**src/assert_macros.svh**
```systemverilog
// assertion macros shared by the rtl files
`ifndef ASSERT_MACROS_SVH
`define ASSERT_MACROS_SVH

`ifndef ASSERT_OFF
// property must hold at every clock edge outside reset
`define ASSERT_PROP(lbl, clk, rst_n, prop) \
    lbl: assert property (@(posedge clk) disable iff (!rst_n) (prop)) \
        else $error("assertion failed");
// expression must never be true outside reset
`define ASSERT_NEVER(lbl, clk, rst_n, expr) \
    lbl: assert property (@(posedge clk) disable iff (!rst_n) !(expr)) \
        else $error("forbidden condition seen");
`else
`define ASSERT_PROP(lbl, clk, rst_n, prop)
`define ASSERT_NEVER(lbl, clk, rst_n, expr)
`endif

`endif

```
**src/blrp_pkg.sv**
```systemverilog
// shared types and constants of the ldap response parser
`timescale 1ns / 1ps

package blrp_pkg;

    localparam int LENGTH_WIDTH_DEFAULT = 32;

    localparam logic [7:0] TAG_SEQUENCE   = 8'h30;
    localparam logic [7:0] TAG_INTEGER    = 8'h02;
    localparam logic [7:0] TAG_ENUMERATED = 8'h0a;
    localparam logic [7:0] TAG_BIND_RSP   = 8'h61;
    localparam logic [7:0] TAG_EXT_RSP    = 8'h78;

    localparam int APB_ADDR_WIDTH = 3;
    localparam logic [0:0] REG_OP_TAG   = 1'b0;
    localparam logic [7:0] OP_TAG_RESET = TAG_BIND_RSP;

    localparam logic STATUS_OK    = 1'b0;
    localparam logic STATUS_ERROR = 1'b1;

    typedef struct packed {
        logic        status;
        logic [31:0] res_code;
    } t_rsp;

    typedef struct packed {
        logic valid;
        t_rsp rsp;
    } t_result;

endpackage

```
**src/blrp_stream_if.sv**
```systemverilog
// valid/ready stream interfaces for response bytes and parse results
`timescale 1ns / 1ps

interface blrp_byte_if;
    logic       valid;
    logic       ready;
    logic [7:0] data_byte;
    logic       last;

    modport source (output valid, output data_byte, output last, input ready);
    modport sink   (input valid, input data_byte, input last, output ready);
endinterface

interface blrp_result_if;
    logic        valid;
    logic        ready;
    logic        status;
    logic [31:0] res_code;

    modport source (output valid, output status, output res_code, input ready);
    modport sink   (input valid, input status, input res_code, output ready);
endinterface

```
**src/blrp_cfg_regs.sv**
```systemverilog
// apb register file holding the expected operation tag
`timescale 1ns / 1ps

module blrp_cfg_regs (
    input  logic                                i_clk,
    input  logic                                i_rst_n,
    input  logic                                psel,
    input  logic                                penable,
    input  logic                                pwrite,
    input  logic [blrp_pkg::APB_ADDR_WIDTH-1:0] paddr,
    input  logic [31:0]                         pwdata,
    output logic [31:0]                         prdata,
    output logic                                pready,
    output logic [7:0]                          o_op_tag
);
    import blrp_pkg::*;

    logic [7:0] r_op_tag;
    logic       wr_en;

    assign pready = 1'b1;
    assign wr_en  = psel && penable && pwrite && pready;

    always_ff @(posedge i_clk) begin
        if (!i_rst_n) begin
            r_op_tag <= OP_TAG_RESET;
        end else if (wr_en && paddr[2] == REG_OP_TAG) begin
            r_op_tag <= pwdata[7:0];
        end
    end

    always_comb begin
        prdata = '0;
        if (paddr[2] == REG_OP_TAG) begin
            prdata = {24'd0, r_op_tag};
        end
    end

    assign o_op_tag = r_op_tag;

endmodule

```
**src/blrp_parser.sv**
```systemverilog
// byte-wise ber walker producing one result per message
`timescale 1ns / 1ps

`include "assert_macros.svh"

module blrp_parser #(
    parameter int LENGTH_WIDTH = blrp_pkg::LENGTH_WIDTH_DEFAULT
) (
    input  logic              i_clk,
    input  logic              i_rst_n,
    input  logic              i_accept,
    input  logic [7:0]        i_data_byte,
    input  logic              i_last,
    input  logic [7:0]        i_op_tag,
    output blrp_pkg::t_result o_result
);
    import blrp_pkg::*;

    typedef enum logic [3:0] {
        PH_SEQ_TAG, PH_SEQ_LEN, PH_ID_TAG, PH_ID_LEN, PH_ID_SKIP, PH_OP_TAG,
        PH_OP_LEN, PH_ENUM_TAG, PH_ENUM_LEN, PH_CODE, PH_DONE
    } t_phase;

    localparam logic [LENGTH_WIDTH-1:0] LEN_ONE = {{(LENGTH_WIDTH-1){1'b0}}, 1'b1};

    t_phase                  r_phase, n_phase;
    logic [LENGTH_WIDTH-1:0] r_len, n_len;
    logic [6:0]              r_len_left, n_len_left;
    logic [31:0]             r_code, n_code;
    logic                    r_seen, n_seen;

    // length byte decode, shared by every length phase
    logic                    lf_done;
    logic [LENGTH_WIDTH-1:0] lf_len;
    logic [6:0]              lf_left;
    logic [LENGTH_WIDTH-1:0] len_dec;

    logic        err, emit;
    logic [31:0] code;

    always_comb begin
        lf_len  = r_len;
        lf_left = r_len_left;
        lf_done = 1'b0;
        if (r_len_left == 7'd0) begin
            if (!i_data_byte[7]) begin
                lf_len  = {{(LENGTH_WIDTH-8){1'b0}}, i_data_byte};
                lf_done = 1'b1;
            end else begin
                // long form, 0x80 (indefinite) ends at once with length zero
                lf_len  = '0;
                lf_left = i_data_byte[6:0];
                lf_done = (i_data_byte[6:0] == 7'd0);
            end
        end else begin
            if (r_len[LENGTH_WIDTH-1 -: 8] != 8'd0) begin
                lf_len = '1;
            end else begin
                lf_len = {r_len[LENGTH_WIDTH-9:0], i_data_byte};
            end
            lf_left = r_len_left - 7'd1;
            lf_done = (lf_left == 7'd0);
        end
    end

    assign len_dec = r_len - LEN_ONE;

    always_comb begin
        n_phase    = r_phase;
        n_len      = r_len;
        n_len_left = r_len_left;
        n_code     = r_code;
        n_seen     = r_seen;
        err        = 1'b0;
        emit       = 1'b0;
        code       = 32'd0;

        case (r_phase)
            PH_SEQ_TAG: begin
                if (i_data_byte == TAG_SEQUENCE) n_phase = PH_SEQ_LEN;
                else err = 1'b1;
            end
            PH_SEQ_LEN: begin
                n_len      = lf_len;
                n_len_left = lf_left;
                if (lf_done) n_phase = PH_ID_TAG;
            end
            PH_ID_TAG: begin
                if (i_data_byte == TAG_INTEGER) n_phase = PH_ID_LEN;
                else err = 1'b1;
            end
            PH_ID_LEN: begin
                n_len      = lf_len;
                n_len_left = lf_left;
                if (lf_done) n_phase = (lf_len == '0) ? PH_OP_TAG : PH_ID_SKIP;
            end
            PH_ID_SKIP: begin
                n_len = len_dec;
                if (len_dec == '0) n_phase = PH_OP_TAG;
            end
            PH_OP_TAG: begin
                if (i_data_byte == i_op_tag) n_phase = PH_OP_LEN;
                else err = 1'b1;
            end
            PH_OP_LEN: begin
                n_len      = lf_len;
                n_len_left = lf_left;
                if (lf_done) n_phase = PH_ENUM_TAG;
            end
            PH_ENUM_TAG: begin
                if (i_data_byte == TAG_ENUMERATED) n_phase = PH_ENUM_LEN;
                else err = 1'b1;
            end
            PH_ENUM_LEN: begin
                n_len      = lf_len;
                n_len_left = lf_left;
                if (lf_done) begin
                    if (lf_len == '0) begin
                        err = 1'b1;
                    end else begin
                        n_phase = PH_CODE;
                        n_code  = 32'd0;
                        n_seen  = 1'b0;
                    end
                end
            end
            PH_CODE: begin
                n_code = {r_code[23:0], i_data_byte};
                n_seen = 1'b1;
                n_len  = len_dec;
                if (len_dec == '0) begin
                    emit    = 1'b1;
                    code    = n_code;
                    n_phase = PH_DONE;
                end
            end
            default: begin
            end
        endcase

        if (err) begin
            emit    = 1'b1;
            n_phase = PH_DONE;
        end

        // message ended before a result went out
        if (i_last && !emit && n_phase != PH_DONE) begin
            emit = 1'b1;
            if (n_phase == PH_CODE && n_seen) code = n_code;
            else err = 1'b1;
        end

        if (i_last) begin
            n_phase    = PH_SEQ_TAG;
            n_len      = '0;
            n_len_left = 7'd0;
            n_code     = 32'd0;
            n_seen     = 1'b0;
        end
    end

    always_ff @(posedge i_clk) begin
        if (!i_rst_n) begin
            r_phase    <= PH_SEQ_TAG;
            r_len      <= '0;
            r_len_left <= 7'd0;
            r_code     <= 32'd0;
            r_seen     <= 1'b0;
        end else if (i_accept) begin
            r_phase    <= n_phase;
            r_len      <= n_len;
            r_len_left <= n_len_left;
            r_code     <= n_code;
            r_seen     <= n_seen;
        end
    end

    assign o_result.valid        = i_accept && emit;
    assign o_result.rsp.status   = err ? STATUS_ERROR : STATUS_OK;
    assign o_result.rsp.res_code = err ? 32'd0 : code;

    `ASSERT_PROP(a_last_restarts, i_clk, i_rst_n, (i_accept && i_last) |=> r_phase == PH_SEQ_TAG)
    `ASSERT_PROP(a_done_silent, i_clk, i_rst_n,
                 (i_accept && !i_last && r_phase == PH_DONE) |-> !o_result.valid)
    `ASSERT_PROP(a_error_zero_code, i_clk, i_rst_n,
                 (o_result.valid && o_result.rsp.status == STATUS_ERROR)
                 |-> o_result.rsp.res_code == 32'd0)

endmodule

```
**src/blrp_out_queue.sv**
```systemverilog
// two-entry result queue between parser and result channel
`timescale 1ns / 1ps

`include "assert_macros.svh"

module blrp_out_queue (
    input  logic              i_clk,
    input  logic              i_rst_n,
    input  blrp_pkg::t_result i_push,
    input  logic              i_pop_ready,
    output logic              o_valid,
    output blrp_pkg::t_rsp    o_head,
    output logic              o_has_room
);
    import blrp_pkg::*;

    t_rsp       r_q [2];
    logic [1:0] r_count;
    logic       push, pop;

    assign push       = i_push.valid;
    assign o_valid    = (r_count != 2'd0);
    assign pop        = o_valid && i_pop_ready;
    assign o_has_room = (r_count != 2'd2);
    assign o_head     = r_q[0];

    always_ff @(posedge i_clk) begin
        if (!i_rst_n) begin
            r_count <= 2'd0;
        end else begin
            if (push && !pop) r_count <= r_count + 2'd1;
            else if (pop && !push) r_count <= r_count - 2'd1;
        end
    end

    always_ff @(posedge i_clk) begin
        if (pop) begin
            // head either takes the new entry or the one behind it
            if (push && r_count == 2'd1) r_q[0] <= i_push.rsp;
            else r_q[0] <= r_q[1];
            if (push && r_count != 2'd1) r_q[1] <= i_push.rsp;
        end else if (push) begin
            r_q[r_count[0]] <= i_push.rsp;
        end
    end

    `ASSERT_NEVER(a_no_overflow, i_clk, i_rst_n, r_count == 2'd3)
    `ASSERT_PROP(a_push_has_room, i_clk, i_rst_n, push |-> (r_count != 2'd2 || pop))
    `ASSERT_PROP(a_shift_on_pop, i_clk, i_rst_n,
                 (pop && !push && r_count == 2'd2) |=> o_head == $past(r_q[1]))

endmodule

```
**src/ber_ldap_response_parser.sv**
```systemverilog
// top level of the ber ldap response result-code parser
`timescale 1ns / 1ps

// usage
//   i_req carries response bytes (data_byte, last marks the final byte of a
//   message); o_rsp carries one result per message: status 0 with the low
//   32 bits of the result code, or status 1 (parse error) with code zero
//   the apb port holds one register, the operation tag at byte address 0
//   (operation tag to match, reset 0x61); write it only while idle
// timing
//   one byte is taken every cycle while the queue has room; the parser state
//   registers are updated in the accept cycle and a result is registered in
//   the queue, shown on o_rsp behind older results; throughput is one byte per
//   cycle while the queue has room, set by the single registered parser step
// stall behavior
//   results pass through a two-entry queue, so bytes keep flowing while one
//   result waits; i_req.ready drops only when both entries are full
// reset
//   synchronous, active low: parser back to expecting the sequence tag,
//   queue emptied, operation tag back to 0x61

module ber_ldap_response_parser #(
    parameter int LENGTH_WIDTH = blrp_pkg::LENGTH_WIDTH_DEFAULT
) (
    input  logic                                i_clk,
    input  logic                                i_rst_n,
    blrp_byte_if.sink                           i_req,
    blrp_result_if.source                       o_rsp,
    input  logic                                psel,
    input  logic                                penable,
    input  logic                                pwrite,
    input  logic [blrp_pkg::APB_ADDR_WIDTH-1:0] paddr,
    input  logic [31:0]                         pwdata,
    output logic [31:0]                         prdata,
    output logic                                pready
);
    import blrp_pkg::*;

    logic       tag_nonzero;
    logic [7:0] op_tag_val;
    logic       accept;
    logic       has_room;
    t_result    result;
    t_rsp       head;

    // configuration registers
    blrp_cfg_regs u_cfg (
        .i_clk    (i_clk),
        .i_rst_n  (i_rst_n),
        .psel     (psel),
        .penable  (penable),
        .pwrite   (pwrite),
        .paddr    (paddr),
        .pwdata   (pwdata),
        .prdata   (prdata),
        .pready   (pready),
        .o_op_tag (op_tag_val)
    );

    // a request is taken whenever the result queue can absorb what it causes
    assign i_req.ready = has_room;
    assign accept      = i_req.valid && has_room;
    assign tag_nonzero = |op_tag_val;

    // single-step ber walker
    blrp_parser #(
        .LENGTH_WIDTH (LENGTH_WIDTH)
    ) u_parser (
        .i_clk       (i_clk),
        .i_rst_n     (i_rst_n),
        .i_accept    (accept),
        .i_data_byte (i_req.data_byte),
        .i_last      (i_req.last),
        .i_op_tag    (op_tag_val),
        .o_result    (result)
    );

    // result queue, decouples the byte stream from result back-pressure
    blrp_out_queue u_queue (
        .i_clk       (i_clk),
        .i_rst_n     (i_rst_n),
        .i_push      (result),
        .i_pop_ready (o_rsp.ready),
        .o_valid     (o_rsp.valid),
        .o_head      (head),
        .o_has_room  (has_room)
    );

    assign o_rsp.status   = head.status;
    assign o_rsp.res_code = head.res_code;

    `ASSERT_PROP(a_result_needs_accept, i_clk, i_rst_n, result.valid |-> accept)
    `ASSERT_PROP(a_tag_reset_value, i_clk, i_rst_n,
                 $past(!i_rst_n) |-> (tag_nonzero && op_tag_val == TAG_BIND_RSP))
    `ASSERT_PROP(a_stall_keeps_result, i_clk, i_rst_n,
                 (o_rsp.valid && !o_rsp.ready) |=> o_rsp.valid)

endmodule

```
**src/flat_wrapper.sv**
```systemverilog
// flat-port wrapper written by rule: the top's interface ports become plain ports
module ber_ldap_response_parser_flat import blrp_pkg::*;
#(
    parameter int LENGTH_WIDTH = blrp_pkg::LENGTH_WIDTH_DEFAULT
)
  (i_clk, i_rst_n, psel, penable, pwrite, paddr, pwdata, prdata, pready, i_req_valid, i_req_data_byte, i_req_last, i_req_ready, o_rsp_valid, o_rsp_status, o_rsp_res_code, o_rsp_ready);
  blrp_byte_if i_req_i ();
  blrp_result_if o_rsp_i ();
  input  logic i_clk;
  input  logic i_rst_n;
  input  logic psel;
  input  logic penable;
  input  logic pwrite;
  input  logic [blrp_pkg::APB_ADDR_WIDTH-1:0] paddr;
  input  logic [31:0] pwdata;
  output logic [31:0] prdata;
  output logic pready;
  input wire logic [$bits(i_req_i.valid)-1:0] i_req_valid;
  input wire logic [$bits(i_req_i.data_byte)-1:0] i_req_data_byte;
  input wire logic [$bits(i_req_i.last)-1:0] i_req_last;
  output wire logic [$bits(i_req_i.ready)-1:0] i_req_ready;
  output wire logic [$bits(o_rsp_i.valid)-1:0] o_rsp_valid;
  output wire logic [$bits(o_rsp_i.status)-1:0] o_rsp_status;
  output wire logic [$bits(o_rsp_i.res_code)-1:0] o_rsp_res_code;
  input wire logic [$bits(o_rsp_i.ready)-1:0] o_rsp_ready;
  assign i_req_i.valid = i_req_valid;
  assign i_req_i.data_byte = i_req_data_byte;
  assign i_req_i.last = i_req_last;
  assign i_req_ready = i_req_i.ready;
  assign o_rsp_valid = o_rsp_i.valid;
  assign o_rsp_status = o_rsp_i.status;
  assign o_rsp_res_code = o_rsp_i.res_code;
  assign o_rsp_i.ready = o_rsp_ready;
  ber_ldap_response_parser #(.LENGTH_WIDTH(LENGTH_WIDTH)) u_core (.i_clk(i_clk), .i_rst_n(i_rst_n), .i_req(i_req_i), .o_rsp(o_rsp_i), .psel(psel), .penable(penable), .pwrite(pwrite), .paddr(paddr), .pwdata(pwdata), .prdata(prdata), .pready(pready));
endmodule
```
**config.mk**
```make
export PLATFORM = sky130hd
export DESIGN_NAME = ber_ldap_response_parser_flat
export DESIGN_NICKNAME = d
export VERILOG_FILES = /design/src/blrp_pkg.sv /design/src/blrp_stream_if.sv /design/src/blrp_cfg_regs.sv /design/src/blrp_parser.sv /design/src/blrp_out_queue.sv /design/src/ber_ldap_response_parser.sv /design/src/flat_wrapper.sv
export VERILOG_INCLUDE_DIRS = /design/src /design/src/src
export SDC_FILE = /design/constraint.sdc
export NUM_CORES = 1
export LEC_CHECK = 0
export BUFFER_PORTS_ARGS = -buffer_cell sky130_fd_sc_hd__buf_2
export CORE_UTILIZATION = 50
export CTS_CLUSTER_SIZE = 8
export DETAILED_ROUTE_END_ITERATION = 7
export PLACE_DENSITY = 0.81
export REMOVE_ABC_BUFFERS = 1
export SETUP_SLACK_MARGIN = 0.2
export SLEW_MARGIN = 20
export SYNTH_ARGS = -nofsm -noshare
export SYNTH_HDL_FRONTEND = slang
export SYNTH_SLANG_ARGS = --single-unit
```
**constraint.sdc**
```tcl
create_clock -name i_clk -period 6.5 [get_ports i_clk]
set_input_delay 0.975 -clock i_clk [delete_from_list [all_inputs] [get_ports i_clk]]
set_output_delay 0.975 -clock i_clk [all_outputs]
set_load 0.02 [all_outputs]
```
* After elaboration in Yosys (flattened, before gate mapping)
Memories as Yosys holds them, arrays and structs flattened.
Index checks and enable logic that the tools add are counted.
** Storage, ports and cells
- Output and inout bits :: 68
- Flip-flop bits (word level) :: 86
- Memories :: 1
- Word-level logic and storage cells :: 137
- Bits in writable memories :: 66
- Input port bits :: 51
** Memories
- u_core.u_queue.r_q :: words 2, bits a word 33, read ports 2, clocked after memory_dff 0, write ports 2, RTL line blrp_out_queue.sv:17 : t_rsp r_q [2];
** Operators by class
- Equal/unequal tests :: 19
- Bitwise logic cells :: 2
- Muxes and demuxes :: 72
- Reduce and logical (&&, ||, !) cells :: 32
- Add/sub/neg operators :: 4
** Operators with widths (number)
- $mux W32 :: 11
- $pmux W32 S2 :: 2
- $mux W33 :: 2
- $logic_not A32 Y1 :: 2
- $mux W4 :: 13
- $pmux W4 S10 :: 1
- $mux W7 :: 5
- $mux W1 :: 33
- $reduce_or A33 Y1 :: 1
- $sub A32 B1 Y32 const B :: 1
- $logic_not A7 Y1 :: 3
- $eq A4 B3 Y1 const B :: 4
- $logic_and A1 B1 Y1 :: 13
- $eq A4 B4 Y1 const B :: 3
- $eq A4 B2 Y1 const B :: 2
- $eq A8 B2 Y1 const B :: 1
- $eq A8 B4 Y1 const B :: 1
- $eq A8 B6 Y1 const B :: 1
- $eq A8 B8 Y1 :: 1
- $mux W8 :: 1
- $reduce_bool A8 Y1 :: 1
- $sub A7 B1 Y7 const B :: 1
- $reduce_bool A2 Y1 :: 3
- $pmux W1 S5 :: 1
- other kinds (19) :: 22

* Depth between registers and ports, before layout
Gate-level depths: netlist (run 1).
- Depth in word-level cells :: 19
- Mapped depth :: 18

* By module
From an unflattened synthesis (run 1), not the netlist that was laid out.
** Unflattened totals
- Cells, all modules :: 850
- Area total of the unflattened synthesis :: 8306.7 µm²
** Modules (own cells, without submodules)
- blrp_parser :: seq. area each 1341.3 µm², cells an instance 653, area each 4991.0 µm², instances 1
- blrp_out_queue :: seq. area each 2021.9 µm², cells an instance 126, area each 2703.8 µm², instances 1
- blrp_cfg_regs :: seq. area each 160.2 µm², cells an instance 70, area each 605.6 µm², instances 1
- ber_ldap_response_parser :: seq. area each 0.0 µm², cells an instance 1, area each 6.3 µm², instances 1

* Worst setup path before layout (run 1)
No wires, ideal clock.
- Path kind :: input to register
- From :: input port i_req_data_byte[0]
- To :: memory u_core.u_queue.r_q[1][0] (netlist bit), enable pin
- Setup time :: 0.515 ns
- Path buffers :: 1
- Setup slack :: -0.228 ns
- Required time :: 5.985 ns
- Stages :: 9
- Arrival time :: 6.212 ns
- Cell sequence :: clkbuf_1 -> or4_1 -> o41ai_1 -> nand2_1 -> o21ai_1 -> a31oi_1 -> nand2_1 -> a211oi_2 -> o41ai_1
** RTL lines
- start: declaration :: RTL line flat_wrapper.sv:19 : input wire logic [$bits(i_req_i.data_byte)-1:0] i_req_data_byte;
- end: declaration :: RTL line blrp_out_queue.sv:17

==> results.json, run 1 <==
{
  "status": "complete, no violations",
  "hp-class": "reg -> reg",
  "yosysWarnings": 0,
  "p_per_area_mw_per_mm2": 329,
  "groute.usage.overall": 0.225,
  "place_hpwl_mm": 11.9,
  "grt_max_degree": 73,
  "num_rows": 46,
  "htreeDepth": 4,
  "synth-seq-cells": 143,
  "timing.rr.start": "u_core.u_parser.r_len[0]",
  "max_slew_margin": 0.447,
  "final_cells": 1124,
  "clock_latency_ns": 0.42,
  "n_antenna_cell": 0,
  "cts_sinks": 143,
  "synthTopCellsByArea": "edfxtp_1 (24%), dfxtp_1 (19%), mux2_4 (5.5%)",
  "finClkSkew_ns": 0.00928,
  "via_per_inst": 5.83,
  "ant_nets": 0,
  "ios": 119,
  "final_nets": 955,
  "synth_area_mm2": 0.00820,
  "core_area_mm2": 0.0159,
  "r2r_cells": 15,
  "cts_setup_buffers": 0,
  "endpoint_kind": "register",
  "cap_violations": 0,
  "vias": 6548,
  "initial_core_util": 0.514,
  "r2r-end": "u_core.u_queue.r_q[0][0]",
  "cp-start-kind": "register",
  "holdPathStages": 2,
  "clk_path_buf_depth": 2,
  "cp_data_required_time_ns": 6.67,
  "setup.worst_path.end": "u_core.u_queue.r_q[0][0]",
  "worst-setup-path-type": "reg -> reg",
  "peakVddDrop_uv": 199,
  "grt_pass1_wl_mm": 30.0,
  "synth_top_area_frac": 0.242,
  "syn_inst": 874,
  "hold_violations": 0,
  "yosysSeqAreaShare": 0.430,
  "max_freq_mhz": 201,
  "areaGrowthSynthToFinish_pct": 9.97,
  "die_h_um": 130,
  "clk_pin_slew_ns": 0.06,
  "dieArea_mm2": 0.0169,
  "rsz0062_at_grt": "no",
  "finalCritPeriodShare": 0.765,
  "grt_overflow_total": 0,
  "p_leak_nw": 3.50,
  "async_flop_share": 0,
  "postCtsHoldBufs": 0,
  "wl_mm": 18.0,
  "chipWidth_um": 130,
  "drc": 0,
  "cp_data_arrival_time_ns": 5.14,
  "place.gp.congestion": 0.887,
  "routedWlPerCell_um": 16.0,
  "slew_violations": 0,
  "yosys.area.top_type": "edfxtp_1",
  "cts_tree": "built",
  "grt_antenna_before_repair": 0,
  "ys.flop_type": "dfxtp_1",
  "cts-resized-gates": 0,
  "numPortBuffers": 67,
  "rrSetupSlack_ns": 1.53,
  "finalCriticalPeriod_ns": 4.97,
  "finalSetupViolCount": 0,
  "ctsRootBufferMaster": "clkbuf_16",
  "detail_route.iter0.violations": 560,
  "path_max_fanout": 33,
  "synth_cell_types": 75,
  "worstMarginPinSlew_ns": 0.827,
  "placedCellCount": 1092,
  "hold_ws_ns": 0.478,
  "synth.avg_cell_area_um2": 9.38,
  "grt_pass1_vias": 6004,
  "dr.pass1.iters": 5,
  "drive_above_1_share": 0.208,
  "startpoint": "u_core.u_parser.r_len[0]",
  "cts_made_buffers": 17,
  "synth_edf_count": 66,
  "fillers": 1377
}
[cells in the final DEF (no fill, tap or decap), drive strengths merged, types with 26 or more instances in the layout]
| master | netlist | final |
|---|---|---|
| dfxtp | 77 | 77 |
| mux2 | 33 | 33 |
| xnor2 | 26 | 26 |
| and2 | 35 | 35 |
| edfxtp | 66 | 66 |
| a22oi | 46 | 46 |
| o21ai | 57 | 57 |
| a21oi | 41 | 41 |
| nor2 | 101 | 101 |
| nand2 | 48 | 48 |
| buf | 51 | 78 |
[flip-flops by register name, indices dropped and copies added (netlist names)]
| name | cells |
|---|---|
| u_core.u_queue.r_q | 66 |
| u_core.u_cfg.o_op_tag | 8 |
| u_core.u_parser.r_code | 24 |
| u_core.u_parser.r_phase | 4 |
| u_core.u_parser.r_len_left | 7 |
| u_core.u_queue.r_count | 2 |
| u_core.u_parser.r_len | 32 |
[report_power, final]
| group | switching (W) | internal [W] |
|---|---|---|
| Clock | 0.000375 | 0.000539 |
| Combinational | 0.000559 | 0.000295 |
| Sequential | 0.0000596 | 0.00114 |
| Total | 0.000993 | 0.00197 |
[cell usage after synthesis (all sizes together) (3+ instances only)]
| library cell | n |
|---|---|
| a2111oi | 3 |
| a211o | 3 |
| a211oi | 4 |
| a21o | 4 |
| a21oi | 41 |
| a22oi | 46 |
| a311oi | 4 |
| and2 | 35 |
| and3 | 4 |
| buf | 51 |
| clkbuf | 48 |
| dfxtp | 77 |
| edfxtp | 66 |
| ha | 9 |
| inv | 18 |
| mux2 | 33 |
| nand2 | 48 |
| nand3 | 21 |
| nand3b | 8 |
| nand4 | 12 |
| nor2 | 101 |
| nor2b | 11 |
| nor3 | 25 |
| nor4 | 14 |
| o211ai | 24 |
| o21a | 3 |
| o21ai | 57 |
| o31ai | 7 |
| o41ai | 5 |
| or3 | 9 |
| or4 | 13 |
| xnor2 | 26 |
| xor2 | 6 |
[per-layer routing]
metal | global-route usage | up-vias | part of all wire | wire length, um
met4 | 0.0711 | 0 | 0.020 | 351
met3 | 0.0504 | 33 | 0.056 | 999
li1 | - | 3185 | - | -
met5 | 0 | - | 0 | 0
met1 | 0.288 | 3108 | 0.44 | 7990
met2 | 0.377 | 222 | 0.48 | 8630
[layout make-up]
class | instances | area [um^2] | area share
Tap cell | 216 | 270 | 0.0300
Multi-Input combinational cell | 637 | 4180 | 0.464
Clock buffer | 21 | 450 | 0.0500
Inverter | 18 | 67.6 | 0.00749
Clock inverter | 11 | 106 | 0.0118
Sequential cell | 143 | 3520 | 0.391
Timing Repair Buffer | 78 | 418 | 0.0464
[kinds of logic (layout without fill, tap and decap cells)]
family | count (synthesis) | after routing | synth area share
compound gates | 218 | 218 | 0.177
xor+xnor | 32 | 32 | 0.0342
fa+ha+maj | 9 | 9 | 0.0137
flops | 143 | 143 | 0.430
buf+inv | 117 | 128 | 0.0743
simple gates | 318 | 318 | 0.208
mux | 35 | 35 | 0.0615
other cells | 2 | 25 | 0.000916
[worst max-delay path, stage by stage (launching register included)]
cell,delay (ns)
dfxtp_1,0.41
inv_1,0.13
ha_1,0.35
or3b_1,0.51
nor4_1,0.50
nand4_1,0.19
xnor2_1,0.17
or4_1,0.49
nor4_1,0.36
a211oi_2,0.12
nor2_1,0.14
ha_1,0.24
a21oi_1,0.13
o21ai_4,0.06
buf_4,0.48
mux2_2,0.40
[per-stage QoR]
step	setup slack, ns	utilization	cell area (um^2)	TNS [ns]	total power, W
2_1_floorplan	-0.128	-	7740	-4.23	0.00183
3_3_place_gp	1.50	0.531	8460	0	0.00204
3_5_place_dp	1.40	0.531	8460	0	0.00207
4_1_cts	1.59	0.565	9010	0	0.00298
5_1_grt	1.08	0.565	9010	0	0.00312
6_report	1.53	0.565	9010	0	0.00297
[worst min-delay path by stage]
stage                                              from                            end  slack [ns]
after detailed placement  u_core.u_parser.r_len_left[5]  u_core.u_parser.r_len_left[5]        0.47
after floorplan           u_core.u_parser.r_len_left[5]  u_core.u_parser.r_len_left[5]        0.45
after global placement    u_core.u_parser.r_len_left[5]  u_core.u_parser.r_len_left[5]        0.46
final                     u_core.u_parser.r_len_left[5]  u_core.u_parser.r_len_left[5]        0.48
after global routing           u_core.u_cfg.o_op_tag[1]       u_core.u_cfg.o_op_tag[1]        0.49
after CTS                 u_core.u_parser.r_len_left[5]  u_core.u_parser.r_len_left[5]        0.48
(Power assumes the default switching activity.)
==> run 2, diff against run 1 <==
--- a/config.mk
+++ b/config.mk
@@ -10,7 +10,7 @@
 export CORE_UTILIZATION = 50
 export CTS_CLUSTER_SIZE = 8
 export DETAILED_ROUTE_END_ITERATION = 7
-export PLACE_DENSITY = 0.81
+export PLACE_DENSITY = 0.78
 export REMOVE_ABC_BUFFERS = 1
 export SETUP_SLACK_MARGIN = 0.2
 export SLEW_MARGIN = 20
==> constraint.sdc (replaced) <==
create_clock -name i_clk -period 4.7 [get_ports i_clk]
set_input_delay 0.705 -clock i_clk [delete_from_list [all_inputs] [get_ports i_clk]]
set_output_delay 0.705 -clock i_clk [all_outputs]
set_load 0.02 [all_outputs]
==> run 2 against run 1 <==
Flip-flop and latch count did not move; final area rose by 2.2%; first-iteration DRC count fell by 18%; register-to-register slack got worse by 1.2 ns; sequential share of layout area fell by 0.82 points.
==> results.json, run 2 (synthesis gave the netlist of run 1 again) <==
{
  "slew_violations": 0,
  "clk_path_buf_depth": 2,
  "largest_reg_flops": 66,
  "routedWlPerCell_um": 16.2,
  "num_rows": 46,
  "groute.usage.overall": 0.229,
  "drive_above_1_share": 0.227,
  "ctsRootBufferMaster": "clkbuf_16",
  "fin_setup_tns_ns": 0,
  "pwr-share-comb": 0.300,
  "cp_cell_sequence": "or3_1 > nor4_2 > xnor2_1 > o211ai_1 > or4_1 > nor4_1 > a211oi_2 > nor2_1 > ha_1 > a21oi_1 > o21ai_4 > buf_12 > mux2_1",
  "clock_latency_ns": 0.42,
  "fin_area_mm2": 0.00921,
  "max_slew_margin": 0.345,
  "p_per_area_mw_per_mm2": 454,
  "grt_max_degree": 73,
  "worst-setup-path-type": "reg -> reg",
  "chipWidth_um": 130,
  "areaGrowthSynthToFinish_pct": 12.3,
  "vias": 6609,
  "htreeDepth": 4,
  "postCtsHoldBufs": 0,
  "cts_tree": "built",
  "place.gp.congestion": 0.933,
  "multi_input_area_mm2": 0.00421,
  "hold_violations": 0,
  "max_freq_mhz": 231,
  "dr.pass1.iters": 5,
  "clk_pin_slew_ns": 0.06,
  "clkPwrFrac": 0.303,
  "path_max_fanout": 33,
  "finalCritPeriodShare": 0.923,
  "die_h_um": 130,
  "finalSetupViolCount": 0,
  "via_per_inst": 5.79,
  "mostFrequentLayoutCells": "nor2_1 (101), dfxtp_1 (77), buf_2 (67), edfxtp_1 (66), o21ai_0 (52)",
  "register_area_mm2": 0.00352,
  "cap_violations": 0,
  "drc": 0,
  "top_regs": "u_core.u_queue.r_q x66, u_core.u_parser.r_len x32, u_core.u_parser.r_code x24",
  "cp_data_required_time_ns": 4.86,
  "ios": 119,
  "endpoint_kind": "register",
  "dieArea_mm2": 0.0169,
  "grt_pass1_wl_mm": 30.1,
  "cts_sinks": 143,
  "grt_pass1_vias": 6105,
  "crit_buf_inv": 1,
  "place_hpwl_mm": 12.2,
  "detail_route.iter0.violations": 460,
  "grt_overflow_total": 0,
  "cp_data_arrival_time_ns": 4.50,
  "p_leak_nw": 3.60,
  "worstMarginPinSlew_ns": 0.983,
  "rsz0062_at_grt": "no",
  "cp_top_family": "simple AND/OR/NAND/NOR gates",
  "ant_nets": 0,
  "power_switching_w": 0.00140,
  "cts_made_buffers": 17,
  "grt_antenna_before_repair": 0,
  "initial_core_util": 0.514,
  "slowest_delay_ns": 0.59,
  "numPortBuffers": 67,
  "final_nets": 972,
  "p_int_w": 0.00278,
  "cp-start-kind": "register",
  "power_frac_seq": 0.397,
  "swShare": 0.336,
  "finClkSkew_ns": 0.00805,
  "wl_mm": 18.5,
  "peakVddDrop_uv": 321,
  "largest-register": "u_core.u_queue.r_q",
  "placed_area_mm2": 0.00860,
  "fillers": 1362,
  "layout_commonest_cell": "nor2_1",
  "n_antenna_cell": 0,
  "cpMaxStageDelayCell": "or3_1",
  "status": "complete, no violations",
  "finalCriticalPeriod_ns": 4.34,
  "core_area_mm2": 0.0159,
  "hp-class": "reg -> reg"
}
-- run 2: changes by cell type in the layout (fill, tap and decap cells not counted), sizes merged --
| cell | delta |
|---|---|
| buf | +17 |
| clkbuf | -1 |
| clkinv | +1 |
| clkinvlp | +1 |
| inv | -1 |
-- run 2: routing by layer --
| layer | wire length (um) | up-vias | GRT usage |
|---|---|---|---|
| met5 | 0 | - | 0 |
| met1 | 8110 | 3151 | 0.283 |
| met3 | 1080 | 28 | 0.0554 |
| li1 | - | 3220 | - |
| met2 | 8900 | 210 | 0.384 |
| met4 | 379 | 0 | 0.0876 |
-- run 2: repair_timing --
item                                    CTS  global route
endpoints found under the setup margin    0            33
setup buffers                             0             3
gates resized for setup                   0             5
-- run 2: final timing paths --
kind | from | to | slack (ns) | depth (start not counted)
worst max-delay path | u_core.u_parser.r_len[4] | u_core.u_queue.r_q[0][1] | 0.36 | 13
worst min-delay path | u_core.u_cfg.o_op_tag[3] | u_core.u_cfg.o_op_tag[3] | 0.48 | 2
worst max register to register | u_core.u_parser.r_len[4] | u_core.u_queue.r_q[0][1] | 0.36 | 13
worst min register to register | u_core.u_cfg.o_op_tag[3] | u_core.u_cfg.o_op_tag[3] | 0.48 | 2
-- run 2: layout make-up --
type	instances	area share
Multi-Input combinational cell	637	0.457
Tap cell	216	0.0293
Sequential cell	143	0.383
Timing Repair Buffer	95	0.0633
Clock buffer	20	0.0485
Clock inverter	12	0.0122
Inverter	18	0.00734
-- run 2: power by group through the flow --
stage	clock network (W)	logic [W]	registers (W)
after global placement	0	0.00121	0.00167
after CTS	0.00128	0.00123	0.00166
after detailed placement	0	0.00123	0.00168
after floorplan	0	0.000665	0.00187
after global routing	0.00133	0.00137	0.00169
final	0.00127	0.00125	0.00166
-- run 2: metrics by stage --
step,total power [W],hold WS [ns],std cells,setup slack [ns],utilization
6_report,0.00418,0.480,1141,0.364,0.578
3_5_place_dp,0.00291,0.473,1106,0.178,0.539
4_1_cts,0.00418,0.481,1138,0.310,0.575
3_3_place_gp,0.00288,0.464,1106,0.261,0.539
5_1_grt,0.00439,0.498,1141,0.214,0.578
2_1_floorplan,0.00254,0.450,798,-1.93,-
-- run 2: worst min-delay path: cells and delay by family, from the launching register on --
kind | cells | cell delay (ns)
DFF | 1 | 0.32
and+or+nand+nor | 1 | 0.06
AOI/OAI and AO/OA | 1 | 0.05
==> run 3, diff against run 2 <==
--- a/config.mk
+++ b/config.mk
@@ -11,6 +11,7 @@
 export CTS_CLUSTER_SIZE = 8
 export DETAILED_ROUTE_END_ITERATION = 7
 export PLACE_DENSITY = 0.78
+export RECOVER_POWER = 100
 export REMOVE_ABC_BUFFERS = 1
 export SETUP_SLACK_MARGIN = 0.2
 export SLEW_MARGIN = 20
==> constraint.sdc (replaced) <==
create_clock -name i_clk -period 4.1 [get_ports i_clk]
set_input_delay 0.615 -clock i_clk [delete_from_list [all_inputs] [get_ports i_clk]]
set_output_delay 0.615 -clock i_clk [all_outputs]
set_load 0.02 [all_outputs]
==> run 3 against run 2 <==
The run now ends with capacitance limit, slew limit left; routed wire length up 7.1%; core utilization up 2.2 points; final cell count up 3.6%; maximum frequency up 12%; critical path depth up 2; critical endpoint is now u_core.u_queue.r_q[0][9].
==> results.json, run 3 (synthesis gave the netlist of run 1 again) <==
{
  "grt_max_degree": 48,
  "cp_cell_sequence": "inv_4 > ha_4 > or3b_4 > o31a_1 > nor4_2 > nand4_1 > a2111o_1 > nor4_4 > a211oi_2 > nor2_1 > ha_2 > a21oi_4 > o21ai_4 > buf_6 > mux2_1",
  "cap_violations": 1,
  "min_from": "pwdata[0]",
  "max_slew_margin": -0.108,
  "multi_input_area_mm2": 0.00419,
  "grt_pass1_vias": 6224,
  "drc": 0,
  "finalCriticalPeriod_ns": 3.87,
  "largest_reg_flops": 66,
  "finalSetupViolCount": 0,
  "htreeDepth": 4,
  "grt_overflow_total": 0,
  "die_h_um": 130,
  "hold_violations": 0,
  "pre_cts_slack_ns": 0.0198,
  "p_leak_nw": 3.69,
  "mostFrequentLayoutCells": "nor2_1 (101), dfxtp_1 (76), edfxtp_1 (66), o21ai_0 (53), buf_4 (50)",
  "path_max_fanout": 7,
  "n_antenna_cell": 0,
  "place_hpwl_mm": 12.9,
  "max_freq_mhz": 259,
  "slowest_delay_ns": 0.49,
  "endpoint_kind": "register",
  "numPortBuffers": 67,
  "num_rows": 46,
  "peakVddDrop_uv": 332,
  "grt_pass1_wl_mm": 31.4,
  "hold_ws_ns": 0.391,
  "clk_path_buf_depth": 2,
  "cts_made_buffers": 17,
  "postCtsHoldBufs": 0,
  "violations": "capacitance limit, slew limit",
  "layout_commonest_cell": "nor2_1",
  "status": "complete, but fails checks",
  "ant_nets": 0,
  "top_regs": "u_core.u_queue.r_q x66, u_core.u_parser.r_len x32, u_core.u_parser.r_code x24",
  "place.gp.congestion": 0.924,
  "cp-start-kind": "register",
  "cpMaxStageDelayCell": "a2111o_1",
  "register_area_mm2": 0.00353,
  "vias": 6914,
  "clk_pin_slew_ns": 0.07,
  "p_per_area_mw_per_mm2": 525,
  "cp_data_required_time_ns": 4.27,
  "areaGrowthSynthToFinish_pct": 16.6,
  "via_per_inst": 5.85,
  "worst_slack_ns": 0.232,
  "chipWidth_um": 130,
  "utilization": 0.599,
  "finClkSkew_ns": 0.00989,
  "timing.rr.start": "u_core.u_parser.r_len[0]",
  "initial_core_util": 0.514,
  "cp_data_arrival_time_ns": 4.04,
  "finalCritPeriodShare": 0.943,
  "startpoint": "u_core.u_parser.r_len[0]",
  "final_nets": 1013,
  "clock_latency_ns": 0.43,
  "slew_violations": 15,
  "wl_mm": 19.8,
  "worstMarginPinSlew_ns": 1.64,
  "ios": 119,
  "ctsRootBufferMaster": "clkbuf_16",
  "dieArea_mm2": 0.0169,
  "detail_route.iter0.violations": 469,
  "hp-class": "in -> reg",
  "grt_antenna_before_repair": 0,
  "rsz0062_at_grt": "yes",
  "fillers": 1358,
  "dr.pass1.iters": 5,
  "core_area_mm2": 0.0159,
  "cts_tree": "built",
  "largest-register": "u_core.u_queue.r_q",
  "worst-setup-path-type": "reg -> reg",
  "groute.usage.overall": 0.238,
  "drive_above_1_share": 0.197,
  "cts_sinks": 143,
  "routedWlPerCell_um": 16.7
}
-- run 3: cell types whose count changed in the layout (fill, tap and decap cells not counted), moves of 3 or more --
cell / delta
buf_2: -44
clkbuf_1: +47
mux2_4: -14
buf_4: +25
mux2_1: +15
and2_0: +9
inv_6: +3
nor4_1: -3
and2_4: -8
buf_6: +4
-- run 3: path summary, 6_finish.rpt --
check	endpoint	slack, ns	depth (start not counted)
setup reg to reg	u_core.u_queue.r_q[0][9]	0.23	15
hold reg to reg	u_core.u_cfg.o_op_tag[2]	0.48	2
setup / recovery	u_core.u_queue.r_q[0][9]	0.23	15
hold / removal	u_core.u_cfg.o_op_tag[0]	0.39	3
-- run 3: layout make-up --
class                           count  share of cell area
Clock buffer                       18              0.0449
Sequential cell                   143               0.369
Clock inverter                     14              0.0187
Multi-Input combinational cell    637               0.438
Tap cell                          216              0.0283
Inverter                           18             0.00733
Timing Repair Buffer              136              0.0932
-- run 3: where the power goes --
| group | total (W) | internal [W] | switching, W |
|---|---|---|---|
| clock network | 0.00160 | 0.000968 | 0.000634 |
| registers | 0.00191 | 0.00181 | 0.000103 |
| logic | 0.00150 | 0.000552 | 0.000951 |
| total | 0.00501 | 0.00332 | 0.00169 |
-- run 3: per-layer routing --
metal	part of all wire	vias to the layer above	track usage
li1	-	3314	-
met1	0.43	3258	0.301
met2	0.48	299	0.391
met3	0.070	43	0.0574
met4	0.024	0	0.0964
met5	0	-	0
-- run 3: worst max-delay path, delay by kind of cell, from the launching register on --
family          cells  cell delay [ns]
compound gates      5             1.14
buf+inv             2             0.26
fa+ha+maj           2             0.35
simple gates        5             1.15
flops               1             0.36
mux                 1             0.35
-- run 3: per-stage QoR --
step | total power (W) | setup TNS [ns] | instances | cell area [um^2]
after floorplan | 0.00291 | -156.95 | 798 | 7740
after global placement | 0.00338 | 0 | 1140 | 8870
after detailed placement | 0.00341 | 0 | 1140 | 8870
after CTS | 0.00503 | 0 | 1172 | 9480
after global routing | 0.00527 | 0 | 1182 | 9560
final | 0.00501 | 0 | 1182 | 9560
-- run 3: repair_timing --
action	4_1_cts	5_1_grt
gates resized for setup	1	30
gates cloned	0	3
hold endpoints to repair	0	0
setup buffers	0	7
pin swaps	0	12
setup endpoints to repair	32	99
